**src/rtl/cdecc_pkg.sv**
```systemverilog
// Shared types, constants and GF(2^8) helpers for the CD-ROM ECC P/Q generator.
package cdecc_pkg;

   // Sector geometry (bytes from the header onward)
   localparam logic [11:0] SECTOR_LAST   = 12'd2235;
   localparam logic [11:0] HEADER_BYTES  = 12'd4;

   // P code: 86 columns of 24 bytes, processed as 43 column pairs
   localparam logic [5:0]  P_PAIR_LAST   = 6'd42;
   localparam logic [5:0]  P_MINOR_LAST  = 6'd23;
   localparam logic [8:0]  P_MAJORS      = 9'd86;
   localparam logic [11:0] P_MULT        = 12'd2;
   localparam logic [11:0] P_INC         = 12'd86;
   localparam logic [11:0] P_SPAN        = 12'd2064;
   localparam logic [8:0]  P_BASE        = 9'd0;

   // Q code: 52 diagonals of 43 bytes, processed as 26 diagonal pairs
   localparam logic [5:0]  Q_PAIR_LAST   = 6'd25;
   localparam logic [5:0]  Q_MINOR_LAST  = 6'd42;
   localparam logic [8:0]  Q_MAJORS      = 9'd52;
   localparam logic [11:0] Q_MULT        = 12'd86;
   localparam logic [11:0] Q_INC         = 12'd88;
   localparam logic [11:0] Q_SPAN        = 12'd2236;
   localparam logic [8:0]  Q_BASE        = 9'd172;

   // Parity store and result words
   localparam logic [8:0]  PARITY_BYTES  = 9'd276;
   localparam logic [8:0]  PARITY_LAST   = 9'd275;
   localparam logic [3:0]  WORD_BYTES    = 4'd8;
   localparam logic [3:0]  TAIL_BYTES    = 4'd4;

   // Block select
   localparam logic BLK_P = 1'b0;
   localparam logic BLK_Q = 1'b1;

   // Write-back select: which parity byte of a lane pair is written
   localparam logic [1:0] WB_PV_A = 2'd0;
   localparam logic [1:0] WB_PV_B = 2'd1;
   localparam logic [1:0] WB_PE_A = 2'd2;
   localparam logic [1:0] WB_PE_B = 2'd3;

   // GF(2^8), polynomial 0x11D
   localparam logic [7:0] GF_POLY_LOW = 8'h1D;
   localparam logic [7:0] GF_INV3     = 8'hF4;

   typedef struct packed {
      logic        load_we;     // write one sector byte
      logic [11:0] load_addr;
      logic        start;       // set up a lane pair
      logic        first;       // first pair of the block
      logic        blk;         // BLK_P or BLK_Q
      logic        issue;       // read both lanes and step addresses
      logic        par_we;      // parity write-back
      logic [1:0]  par_sel;
      logic        par_rd;      // parity read for output
      logic [8:0]  par_addr;
      logic        push;        // move assembled word to output register
      logic        last;
   } cmd_type;

   typedef struct packed {
      logic out_free;
   } status_type;

   function automatic logic [7:0] gf_times2(input logic [7:0] v);
      gf_times2 = {v[6:0], 1'b0} ^ (v[7] ? GF_POLY_LOW : 8'h00);
   endfunction

   // Division by 3 = multiplication by the constant 0xF4
   function automatic logic [7:0] gf_div3(input logic [7:0] v);
      logic [7:0] a;
      logic [7:0] acc;
      a   = v;
      acc = 8'h00;
      for (int i = 0; i < 8; i++) begin
         if (GF_INV3[i]) begin
            acc = acc ^ a;
         end
         a = gf_times2(a);
      end
      gf_div3 = acc;
   endfunction

endpackage

```
**src/rtl/cdecc_ctrl.sv**
```systemverilog
// Controller: load sequencing, P/Q pair loops, parity write-back and word output.
module cdecc_ctrl (
   input  logic                  clock,
   input  logic                  reset,
   input  logic                  req_valid,
   output logic                  req_ready,
   input  cdecc_pkg::status_type status,
   output cdecc_pkg::cmd_type    cmd
);

   typedef enum logic [2:0] {
      S_LOAD,
      S_START,
      S_RUN,
      S_DRAIN,
      S_WB,
      S_OUT_RD,
      S_OUT_WAIT,
      S_OUT_PUSH
   } state_type;

   state_type   state_ff;
   logic [11:0] byte_cnt_ff;
   logic        blk_ff;
   logic [5:0]  pair_ff;
   logic [5:0]  minor_ff;
   logic [1:0]  step_ff;
   logic [8:0]  out_addr_ff;

   logic [5:0]  pair_last;
   logic [5:0]  minor_last;
   logic [8:0]  wb_addr;

   always_comb begin
      pair_last  = (blk_ff == cdecc_pkg::BLK_Q) ? cdecc_pkg::Q_PAIR_LAST
                                                : cdecc_pkg::P_PAIR_LAST;
      minor_last = (blk_ff == cdecc_pkg::BLK_Q) ? cdecc_pkg::Q_MINOR_LAST
                                                : cdecc_pkg::P_MINOR_LAST;
      // base + major + (second half ? majors : 0)
      wb_addr = ((blk_ff == cdecc_pkg::BLK_Q) ? cdecc_pkg::Q_BASE : cdecc_pkg::P_BASE)
              + {2'b00, pair_ff, step_ff[0]}
              + (step_ff[1] ? ((blk_ff == cdecc_pkg::BLK_Q) ? cdecc_pkg::Q_MAJORS
                                                            : cdecc_pkg::P_MAJORS)
                            : 9'd0);
   end

   always_comb begin
      cmd           = '0;
      cmd.load_addr = byte_cnt_ff;
      cmd.blk       = blk_ff;
      cmd.first     = (pair_ff == 6'd0);
      req_ready     = 1'b0;
      unique case (state_ff)
         S_LOAD: begin
            req_ready   = 1'b1;
            cmd.load_we = req_valid;
         end
         S_START:    cmd.start = 1'b1;
         S_RUN:      cmd.issue = 1'b1;
         S_DRAIN:    cmd.issue = 1'b0;
         S_WB: begin
            cmd.par_we   = 1'b1;
            cmd.par_sel  = step_ff;
            cmd.par_addr = wb_addr;
         end
         S_OUT_RD: begin
            cmd.par_rd   = 1'b1;
            cmd.par_addr = out_addr_ff;
         end
         S_OUT_WAIT: cmd.push = 1'b0;
         S_OUT_PUSH: begin
            cmd.push = status.out_free;
            cmd.last = (out_addr_ff == cdecc_pkg::PARITY_BYTES);
         end
         default:    cmd.push = 1'b0;
      endcase
   end

   always_ff @(posedge clock) begin
      if (reset) begin
         state_ff    <= S_LOAD;
         byte_cnt_ff <= 12'd0;
         blk_ff      <= cdecc_pkg::BLK_P;
         pair_ff     <= 6'd0;
         minor_ff    <= 6'd0;
         step_ff     <= 2'd0;
         out_addr_ff <= 9'd0;
      end else begin
         unique case (state_ff)
            S_LOAD: begin
               if (req_valid) begin
                  if (byte_cnt_ff == cdecc_pkg::SECTOR_LAST) begin
                     byte_cnt_ff <= 12'd0;
                     blk_ff      <= cdecc_pkg::BLK_P;
                     pair_ff     <= 6'd0;
                     state_ff    <= S_START;
                  end else begin
                     byte_cnt_ff <= byte_cnt_ff + 12'd1;
                  end
               end
            end
            S_START: begin
               minor_ff <= 6'd0;
               state_ff <= S_RUN;
            end
            S_RUN: begin
               if (minor_ff == minor_last) begin
                  state_ff <= S_DRAIN;
               end else begin
                  minor_ff <= minor_ff + 6'd1;
               end
            end
            S_DRAIN: begin
               step_ff  <= 2'd0;
               state_ff <= S_WB;
            end
            S_WB: begin
               step_ff <= step_ff + 2'd1;
               if (step_ff == cdecc_pkg::WB_PE_B) begin
                  if (pair_ff == pair_last) begin
                     pair_ff <= 6'd0;
                     if (blk_ff == cdecc_pkg::BLK_P) begin
                        blk_ff   <= cdecc_pkg::BLK_Q;
                        state_ff <= S_START;
                     end else begin
                        out_addr_ff <= 9'd0;
                        state_ff    <= S_OUT_RD;
                     end
                  end else begin
                     pair_ff  <= pair_ff + 6'd1;
                     state_ff <= S_START;
                  end
               end
            end
            S_OUT_RD: begin
               out_addr_ff <= out_addr_ff + 9'd1;
               if ((out_addr_ff[2:0] == 3'd7) || (out_addr_ff == cdecc_pkg::PARITY_LAST)) begin
                  state_ff <= S_OUT_WAIT;
               end
            end
            S_OUT_WAIT: state_ff <= S_OUT_PUSH;
            S_OUT_PUSH: begin
               if (status.out_free) begin
                  state_ff <= (out_addr_ff == cdecc_pkg::PARITY_BYTES) ? S_LOAD : S_OUT_RD;
               end
            end
            default: state_ff <= S_LOAD;
         endcase
      end
   end

   a_wb_in_range: assert property (@(posedge clock) disable iff (reset)
      cmd.par_we |-> (cmd.par_addr < cdecc_pkg::PARITY_BYTES))
      else $error("parity write-back address out of range");

   a_run_bound: assert property (@(posedge clock) disable iff (reset)
      (state_ff == S_RUN) |-> (minor_ff <= minor_last))
      else $error("minor counter ran past the code length");

   a_last_returns_to_load: assert property (@(posedge clock) disable iff (reset)
      (cmd.push && cmd.last) |=> (state_ff == S_LOAD) && (byte_cnt_ff == 12'd0))
      else $error("final word pushed without returning to load");

endmodule

```
**config.mk**
```make
export PLATFORM = sky130hd
export DESIGN_NAME = cdecc_ctrl
export DESIGN_NICKNAME = d
export VERILOG_FILES = /design/src/rtl/cdecc_pkg.sv /design/src/rtl/cdecc_ctrl.sv
export SDC_FILE = /design/constraint.sdc
export NUM_CORES = 1
export LEC_CHECK = 0
export BUFFER_PORTS_ARGS = -buffer_cell sky130_fd_sc_hd__buf_2
export CORE_MARGIN = 4
export CORE_UTILIZATION = 57
export DETAILED_ROUTE_END_ITERATION = 8
export PLACE_DENSITY = 0.8
export SLEW_MARGIN = 0
export SYNTH_ARGS = -nofsm -noshare
export SYNTH_HDL_FRONTEND = slang
export SYNTH_SLANG_ARGS = --single-unit
```
**constraint.sdc**
```tcl
create_clock -name clock -period 3.6 [get_ports clock]
set_input_delay 0.36 -clock clock [delete_from_list [all_inputs] [get_ports clock]]
set_output_delay 0.36 -clock clock [all_outputs]
set_load 0.01 [all_outputs]
```
Yosys cells after proc, flatten, opt, wreduce, memory -nomap -nowiden

Index checks and enable logic that the tools add are counted.

Output and inout bits: 33
Logic and storage cells: 92
Register bits after elaboration: 39
Bits of input ports: 4

Add/subtract/negate cells: 7
Multiplexer cells: 42
Equality and inequality tests: 23
Reduce and logical (&&, ||, !) cells: 13

Operator list:

| operator                                             | number |
|---|---|
| two-way mux 6 bit                                    | 7 |
| case mux 9 bit (2 select lines)                      | 2 |
| two-way mux 3 bit                                    | 10 |
| two-way mux 9 bit                                    | 3 |
| case mux 3 bit (8 select lines)                      | 1 |
| case mux 6 bit (2 select lines)                      | 2 |
| equality test 9 bit (second input constant)          | 2 |
| != test 2 bit (second input constant)                | 9 |
| equality test 3 bit (second input constant)          | 5 |
| two-way mux 7 bit                                    | 2 |
| adder 12 x 1 -> 12 bit (second input constant)       | 1 |
| adder 6 x 1 -> 6 bit (second input constant)         | 2 |
| equality test 12 bit (second input constant)         | 1 |
| equality test 6 bit                                  | 2 |
| two-way mux 12 bit                                   | 1 |
| two-way mux 1 bit                                    | 11 |
| adder 8 x 7 -> 9 bit                                 | 1 |
| adder 9 x 1 -> 9 bit (second input constant)         | 1 |
| adder 9 x 7 -> 9 bit                                 | 1 |
| two-way mux 8 bit                                    | 1 |
| AND reduction 4 bit                                  | 2 |
| nonzero test 2 bit                                   | 4 |
| equality test 3 x 2 -> 1 bit (second input constant) | 2 |
| logical NOT 6 bit                                    | 1 |
| 10 further kinds                                     | 11 |

Depth between registers and ports, before layout

Gate-level depths: netlist of the first run.

Depth in word-level cells: 5
Mapped depth: 10
Mapped depth without buffers: 10

Worst setup path after synthesis of the first run

Ideal clock, no wire load.

Path kind: register to output
Start point: register blk_ff
End point: output port cmd[8] in the netlist's numbering
Stages on the path, launching flop included: 11
Path slack: 0.654 ns
Data required time: 3.240 ns
Path buffers: 0
Arrival time: 2.586 ns
Cell sequence: dfxtp_1 > inv_1 > fa_1 > inv_1 > ha_1 > fa_1 > a21o_1 > a21oi_1 > xnor2_1 > nand2_1 > a21oi_1

RTL lines:

| element                  | line              | text |
|---|---|---|
| start: declaration       | cdecc_ctrl.sv:24  | `logic blk_ff;` |
| start signal: assignment | cdecc_ctrl.sv:83  | `blk_ff <= cdecc_pkg::BLK_P;` |
| start signal: assignment | cdecc_ctrl.sv:94  | `blk_ff <= cdecc_pkg::BLK_P;` |
| start signal: assignment | cdecc_ctrl.sv:123 | `blk_ff <= cdecc_pkg::BLK_Q;` |
| end: declaration         | cdecc_ctrl.sv:8   | `output cdecc_pkg::cmd_type cmd` |

==> summary.md, run 1 <==
| Metric | Value |
|---|---|
| Post-synthesis sequential area ratio | `30.74%` |
| Die Y | `74.76 um` |
| Later-pin clock latency in the skew report | `approximately 0.30 ns` |
| Setup bufs post-CTS | `0` |
| Cell Chain, Critical Path | `inv_1 > fa_1 > inv_1 > ha_1 > fa_1 > a21o_1 > a21oi_1 > xnor2_1 > nand2_1 > a21oi_1 > buf_2` |
| Synth Warn # | `0` |
| Max VDD drop | `0.0002204 V` |
| Power share of the combinational group | `9.8%` |
| CP arrival | `2.89 ns` |
| Syn nets | `339` |
| Most common flop cell mapped by yosys | `dfxtp_1` |
| Yosys top cell by area | `dfxtp_1` |
| Global-route wire length before repair | `9839 um` |
| Antenna cell count | `0` |
| Die area | `5588 um^2` |
| Critical path's largest stage delay | `0.48 ns` |
| 1st-iter DRT viols | `112` |
| Critical path peak fanout | `6` |
| Slew HR | `~47%` |
| Max_cap viols | `0` |
| Worst Tran Pin Value | `around 0.8 ns` |
| Cts hold-fix bufs | `0` |
| TNS Setup | `0 ns` |
| Synth unique cells | `56` |
| Min Tclk post-route | `about 3.2 ns` |
| Gate Count Post-Synth | `312` |
| Post-DP HPWL | `4418 um` |
| Die Span X | `74.76 um` |
| Clk pwr share | `40.4%` |
| Clock transition at path regs | `approximately 0.090 ns` |
| Max Clock Freq | `307.9 MHz` |
| Worst Clk Skew | `between 0.01 and 0.015 ns` |
| Status | `finished clean` |
| Slowest stage cell, crit path | `fa_1` |
| Int Pwr | `0.6809 mW` |
| Area delta synth->final | `13.20%` |
| Fraction of registers with async set/reset | `0%` |
| Routed vias | `2311` |
| Hold Fails Final Rpt | `0` |
| EDFF count, synth | `0` |
| Area contributors post-synth | `dfxtp_1 31%, ha_1 9.9%, xnor2_1 6.2%, nor2_1 5.9%, nand2_1 4.0%` |
| Largest delay share family, worst path | `adder cells` |
| Core ar. | `4324 um^2` |
| CP Launch Type | `register` |
| Largest net degree at the start of global routing | `23` |
| Sequential share of power | `49.9%` |
| I/O pins | `37` |
| Total track usage | `22.69%` |
| Setup crit end kind | `output pin` |
| Power per Cell Area | `320.2 nW/um^2` |
| Inserted Clock Buffers | `5` |
| Fin nets | `374` |
| Buf/Inv on CP | `3` |
| Post-CTS sizing | `0` |
| Global route overflow | `0` |
| Setup-failing EPs final | `0` |
| Final GP Congestion | `0.8682` |
| CTS tree | `done` |
| Vias per inst | `5.778` |
| CTS Root Cell | `clkbuf_8` |
| Synth top area share | `30.74%` |
| CTS H-tree lvls | `2` |
| Required time worst endpoint | `between 3 and 4 ns` |
| Rows | `24` |
| Final period utilization | `90.20%` |
| P_leak | `around 1.2 nW` |
| Fillers | `404` |
| Port bufs | `36` |
| Sw Pwr | `between 0.2 and 0.25 mW` |
| Clk buf depth | `2` |
| Antenna violations before repair | `0` |
| DRC violations left | `0` |
| Final slew viol count | `0` |
| Min-Delay Path Class | `primary input to register` |
| TritonRoute pass-1 iters | `4` |
| Area of the mapped netlist | `2540 um^2` |
| Drt wl/cell | `roughly 15 um` |
| Syn avg cell area | `roughly 8.1 um^2` |
| Worst setup path class | `register to output pin` |
| Post-route ant nets | `0` |
| CTS sink count | `39` |
| Sw Ratio | `26.04%` |
| Share of cells above drive strength 1 | `15.80%` |
| Drt total wl | `slightly below 6000 um` |
| Starting Density | `58.74%` |
| Vias in the first global route | `2132` |
| Power Total | `0.9207 mW` |
| Flops & latches, synth | `39` |
| RSZ-0062 raised after global routing | `no` |
## cells by family after synthesis
family,synth area share (%)
AOI/OAI and AO/OA,14.09
xor gates and xnor gates,8.621
adders and majority gates,12.22
buffers and inverters,5.173
DFF,30.74
muxes,2.020
and+or+nand+nor,27.14
## flip-flops by register name, indices dropped and copies added, names as in the netlist
register,cells
state_ff,3
pair_ff,6
out_addr_ff,9
step_ff,2
minor_ff,6
byte_cnt_ff,12
blk_ff,1
## synth_stat cells, drive strengths merged, types with 3 or more instances
cell and n:
nor2 40, dfxtp 39, nand2 27, inv 21, ha 20, xnor2 18, a21oi 14, nor3 11
nand3 10, o21ai 10, clkbuf 9, xor2 7, nor4 6, and3 5, nand4 5, nor3b 5
a211oi 4, a32o 4, mux2i 4, or3 4, a21o 3, fa 3
## stage by stage
step / setup WS [ns] / hold WS [ns] / std cells / utilization, % / area, um^2
final: 0.3527 / 0.4423 / 400 / 66.49 / 2875
after global routing: 0.1538 / 0.4522 / 400 / 66.49 / 2875
after CTS: 0.3585 / 0.4390 / 400 / 66.49 / 2875
after detailed placement: 0.6842 / 0.5358 / 392 / 63.89 / 2763
after global placement: 0.7478 / 0.5092 / 392 / 63.89 / 2763
after floorplan: 0.6543 / 0.4955 / 312 / - / 2540
## metal layers
metal | up-vias | global-route usage [%] | wire length (um) | share of wire, %
li1 | 1174 | - | - | -
met1 | 1085 | 30.24 | 2772 | 47
met2 | 48 | 36.88 | 2750 | 47
met3 | 4 | 4.005 | 270 | 4.6
met4 | 0 | 8.300 | 69 | 1.2
met5 | - | 0 | 0 | 0
## power groups by stage
stage	Sequential, mW	Clock, mW	Combinational (mW)
3_5_place_dp	0.469	0	0.0898
6_report	0.459	0.372	0.0898
2_1_floorplan	0.458	0	0.0698
3_3_place_gp	0.469	0	0.0883
4_1_cts	0.459	0.382	0.0904
5_1_grt	0.462	0.400	0.100
## final cells by class
cell class / count / area [um^2] / area share, %
Multi-Input combinational cell: 239 / 1628 / 56.61
Sequential cell: 39 / 780.7 / 27.15
Timing Repair Buffer: 39 / 202.7 / 7.050
Inverter: 23 / 86.33 / 3.003
Clock buffer: 5 / 68.82 / 2.393
Tap cell: 52 / 65.06 / 2.263
Clock inverter: 3 / 43.79 / 1.523
## worst register-to-register path, stage by stage, from the launching register on
cell      delay (ns)
dfxtp_1         0.85
clkinv_1        0.48
a311oi_1        0.42
nand2_1         0.15
or3_1           0.38
a211oi_1        0.23
## cell usage in the layout, fill, tap and decap left out, types with 4 or more instances in the layout
| master | n |
|---|---|
| buf_2 | 36 |
| a211oi_1 | 4 |
| a21oi_1 | 14 |
| clkbuf_8 | 5 |
| or3_1 | 4 |
| nand4_1 | 5 |
| mux2i_1 | 4 |
| xor2_1 | 7 |
| and3_1 | 5 |
| nor3_1 | 11 |
| nor2_1 | 40 |
| nor3b_1 | 5 |
| dfxtp_1 | 39 |
| xnor2_1 | 18 |
| nor4_1 | 6 |
| inv_1 | 21 |
| nand2_1 | 27 |
| o21ai_0 | 9 |
| ha_1 | 20 |
| nand3_1 | 10 |
| a32o_1 | 4 |
## final timing paths
check                                     from        endpoint  slack [ns]  depth (start not counted)
worst min register to register  out_addr_ff[5]  out_addr_ff[5]        0.55                          2
worst max register to register     state_ff[0]     state_ff[0]        1.01                          5
worst max-delay path                step_ff[1]          cmd[8]        0.35                         11
worst min-delay path                     reset     state_ff[1]        0.44                          2
(Power assumes the default switching activity.)
==> run 2, diff against run 1 <==
==> constraint.sdc (replaced) <==
create_clock -name clock -period 3.6 [get_ports clock]
set_input_delay 0.72 -clock clock [delete_from_list [all_inputs] [get_ports clock]]
set_output_delay 0.72 -clock clock [all_outputs]
set_load 0.01 [all_outputs]
==> run 2 against run 1 <==
Against the previous run: sequential power hardly changed; non-clock buffer count unchanged; cell count did not move; total power fell by 0.29%; via count is 0.82% lower; global-route usage rose by 0.15 points; critical path type unchanged; critical endpoint unchanged.
==> summary.md, run 2 (same netlist as run 1, synthesis figures left out) <==
| Metric | Value |
|---|---|
| Non-Filler Instances | `400` |
| Critical hold path startpoint | `out_addr_ff[5]` |
| CTS sink count | `39` |
| Required time worst endpoint | `2.88 ns` |
| CTS H-tree lvls | `2` |
| Die Span X | `approximately 75 um` |
| Post-route ant nets | `0` |
| Hold worst-path end | `out_addr_ff[5]` |
| Reg-to-Reg End | `state_ff[0]` |
| Total track usage | `22.84%` |
| Worst R2R Path Depth | `5` |
| Max Clock Freq | `291.5 MHz` |
| Die Y | `74.76 um` |
| Slowest stage cell, crit path | `fa_1` |
| Global route overflow | `0` |
| GRT Max-Usage Layer | `met2` |
| Clk buf depth | `2` |
| Core ar. | `about 4300 um^2` |
| Cell Chain, Critical Path | `inv_1 > fa_1 > inv_1 > ha_1 > fa_2 > a21o_1 > a21oi_2 > xnor2_1 > nand2_1 > a21oi_1 > buf_2` |
| TritonRoute pass-1 iters | `4` |
| Later-pin clock latency in the skew report | `0.30 ns` |
| Die area | `5588 um^2` |
| Drt total wl | `between 5000 and 6000 um` |
| CTS tree | `done` |
| Max_cap viols | `0` |
| Critical path's largest stage delay | `between 0.4 and 0.5 ns` |
| CP dominant cell by count | `inv_1` |
| Regs by FF count | `byte_cnt_ff: 12 flops, out_addr_ff: 9 flops` |
| Crit Reg-Reg Startpoint | `state_ff[0]` |
| Final slew viol count | `0` |
| Hold Fails Final Rpt | `0` |
| Post-DP HPWL | `4427 um` |
| Commonest non-fill, non-tap cell in the layout | `nor2_1` |
| Port bufs | `36` |
| Vias per inst | `5.730` |
| Antenna violations before repair | `0` |
| Global-route wire length before repair | `roughly 10000 um` |
| Setup crit end kind | `output pin` |
| Placed Cells | `392` |
| Core Util, Final | `66.70%` |
| Worst R2R Setup Slack | `1.00 ns` |
| GR Util met3 | `4.406%` |
| CP Launch Type | `register` |
| I/O pins | `37` |
| Slew HR | `between 40% and 50%` |
| Final period utilization | `95.28%` |
| Inserted Clock Buffers | `5` |
| Worst setup path class | `register to output pin` |
| Fin nets | `approximately 370` |
| Starting Density | `58.74%` |
| Global-route track usage on met1 | `29.78%` |
| Min Tclk post-route | `3.430 ns` |
| Clock transition at path regs | `0.09 ns` |
| Worst Clk Skew | `0.01037 ns` |
| Met2 Usage GRT | `around two fifths` |
| Area delta synth->final | `13.55%` |
| Max VDD drop | `roughly 0.00020 V` |
| Power per Cell Area | `318.3 nW/um^2` |
| CP arrival | `2.71 ns` |
| Share of cells above drive strength 1 | `16.95%` |
| Buf/Inv on CP | `3` |
| Most flop-heavy register | `byte_cnt_ff` |
| Critical path peak fanout | `6` |
| Power Total | `~0.92 mW` |
| Antenna cell count | `0` |
| Largest net degree at the start of global routing | `23` |
| Min-Delay Path Class | `register to register` |
| Status | `finished clean` |
| Largest delay share family, worst path | `adder cells` |
| Hold slack final | `0.5464 ns` |
| Fillers | `384` |
| Final GP Congestion | `0.8679` |
| P_leak | `1.223 nW` |
| 1st-iter DRT viols | `147` |
| WHS Path Cells | `2` |
| Setup bufs post-CTS | `0` |
| Max reg flops | `12` |
| Rows | `24` |
| Routed vias | `2292` |
| Drt wl/cell | `14.50 um` |
| DRC violations left | `0` |
| Worst Tran Pin Value | `roughly 0.80 ns` |
| Vias in the first global route | `about 2300` |
| Setup-failing EPs final | `0` |
| Most frequent cells in the layout | `40 x nor2_1, 37 x dfxtp_1, 36 x buf_2, 27 x nand2_1, 21 x inv_1` |
| CTS Root Cell | `clkbuf_8` |
[run 2: cell types whose count changed in the layout (fill, tap and decap cells not counted)]
cell / delta
dfxtp_1: -2
dfxtp_2: +2
a21oi_2: +1
fa_1: -1
fa_2: +1
a21oi_1: -1
[run 2: layer usage]
layer	part of all wire [%]	vias up
li1	-	1173
met1	46	1055
met2	47	56
met3	5.8	8
met4	1.1	0
met5	0	-
[run 2: repair_timing]
| action | 4_1_cts | 5_1_grt |
|---|---|---|
| hold endpoints to repair | 0 | 0 |
| hold buffers | 0 | 0 |
| setup endpoints to repair | 2 | 2 |
| gates resized for setup | 1 | 3 |
| pin swaps | 0 | 2 |
| gates cloned | 0 | 0 |
[run 2: power by group]
part / switching, mW / leakage, nW / internal (mW)
logic: 0.0542 / 0.849 / 0.0354
registers: 0.0202 / 0.316 / 0.439
clock network: 0.163 / 0.0581 / 0.206
[run 2: through the flow]
| step | setup TNS, ns | area (um^2) | setup slack, ns |
|---|---|---|---|
| global route | -0.004288 | 2884 | -0.002732 |
| CTS | 0 | 2877 | 0.01190 |
| floorplan | 0 | 2540 | 0.2943 |
| detailed placement | 0 | 2763 | 0.3293 |
| finish | 0 | 2884 | 0.1700 |
| global placement | 0 | 2763 | 0.3879 |
[run 2: worst max path at each step]
stage / to / startpoint / slack [ns] / cells after the start
6_report: cmd[8] / step_ff[1] / 0.17 / 11
5_1_grt: cmd[8] / pair_ff[1] / -0.003 / 11
4_1_cts: cmd[10] / pair_ff[1] / 0.01 / 11
3_5_place_dp: cmd[10] / step_ff[1] / 0.33 / 11
3_3_place_gp: cmd[8] / step_ff[1] / 0.39 / 11
2_1_floorplan: cmd[8] / blk_ff / 0.29 / 10
[run 2: worst register-to-register path: cells and delay by family (launching register included)]
family / cells / cell delay [ns]
buffers and inverters: 1 / 0.48
AOI/OAI and AO/OA: 2 / 0.66
and+or+nand+nor: 2 / 0.53
DFF: 1 / 0.85
[run 2: layout make-up]
cell class              instances  area (um^2)  share of cell area [%]
multi-input cells             239         1634                   56.66
clock inverters                 3        43.79                   1.518
well taps                      52        65.06                   2.256
clock buffers                   5        68.82                   2.386
repair buffers                 39        202.7                   7.028
flip-flops and latches         39        783.3                   27.16
inverters                      23        86.33                   2.993
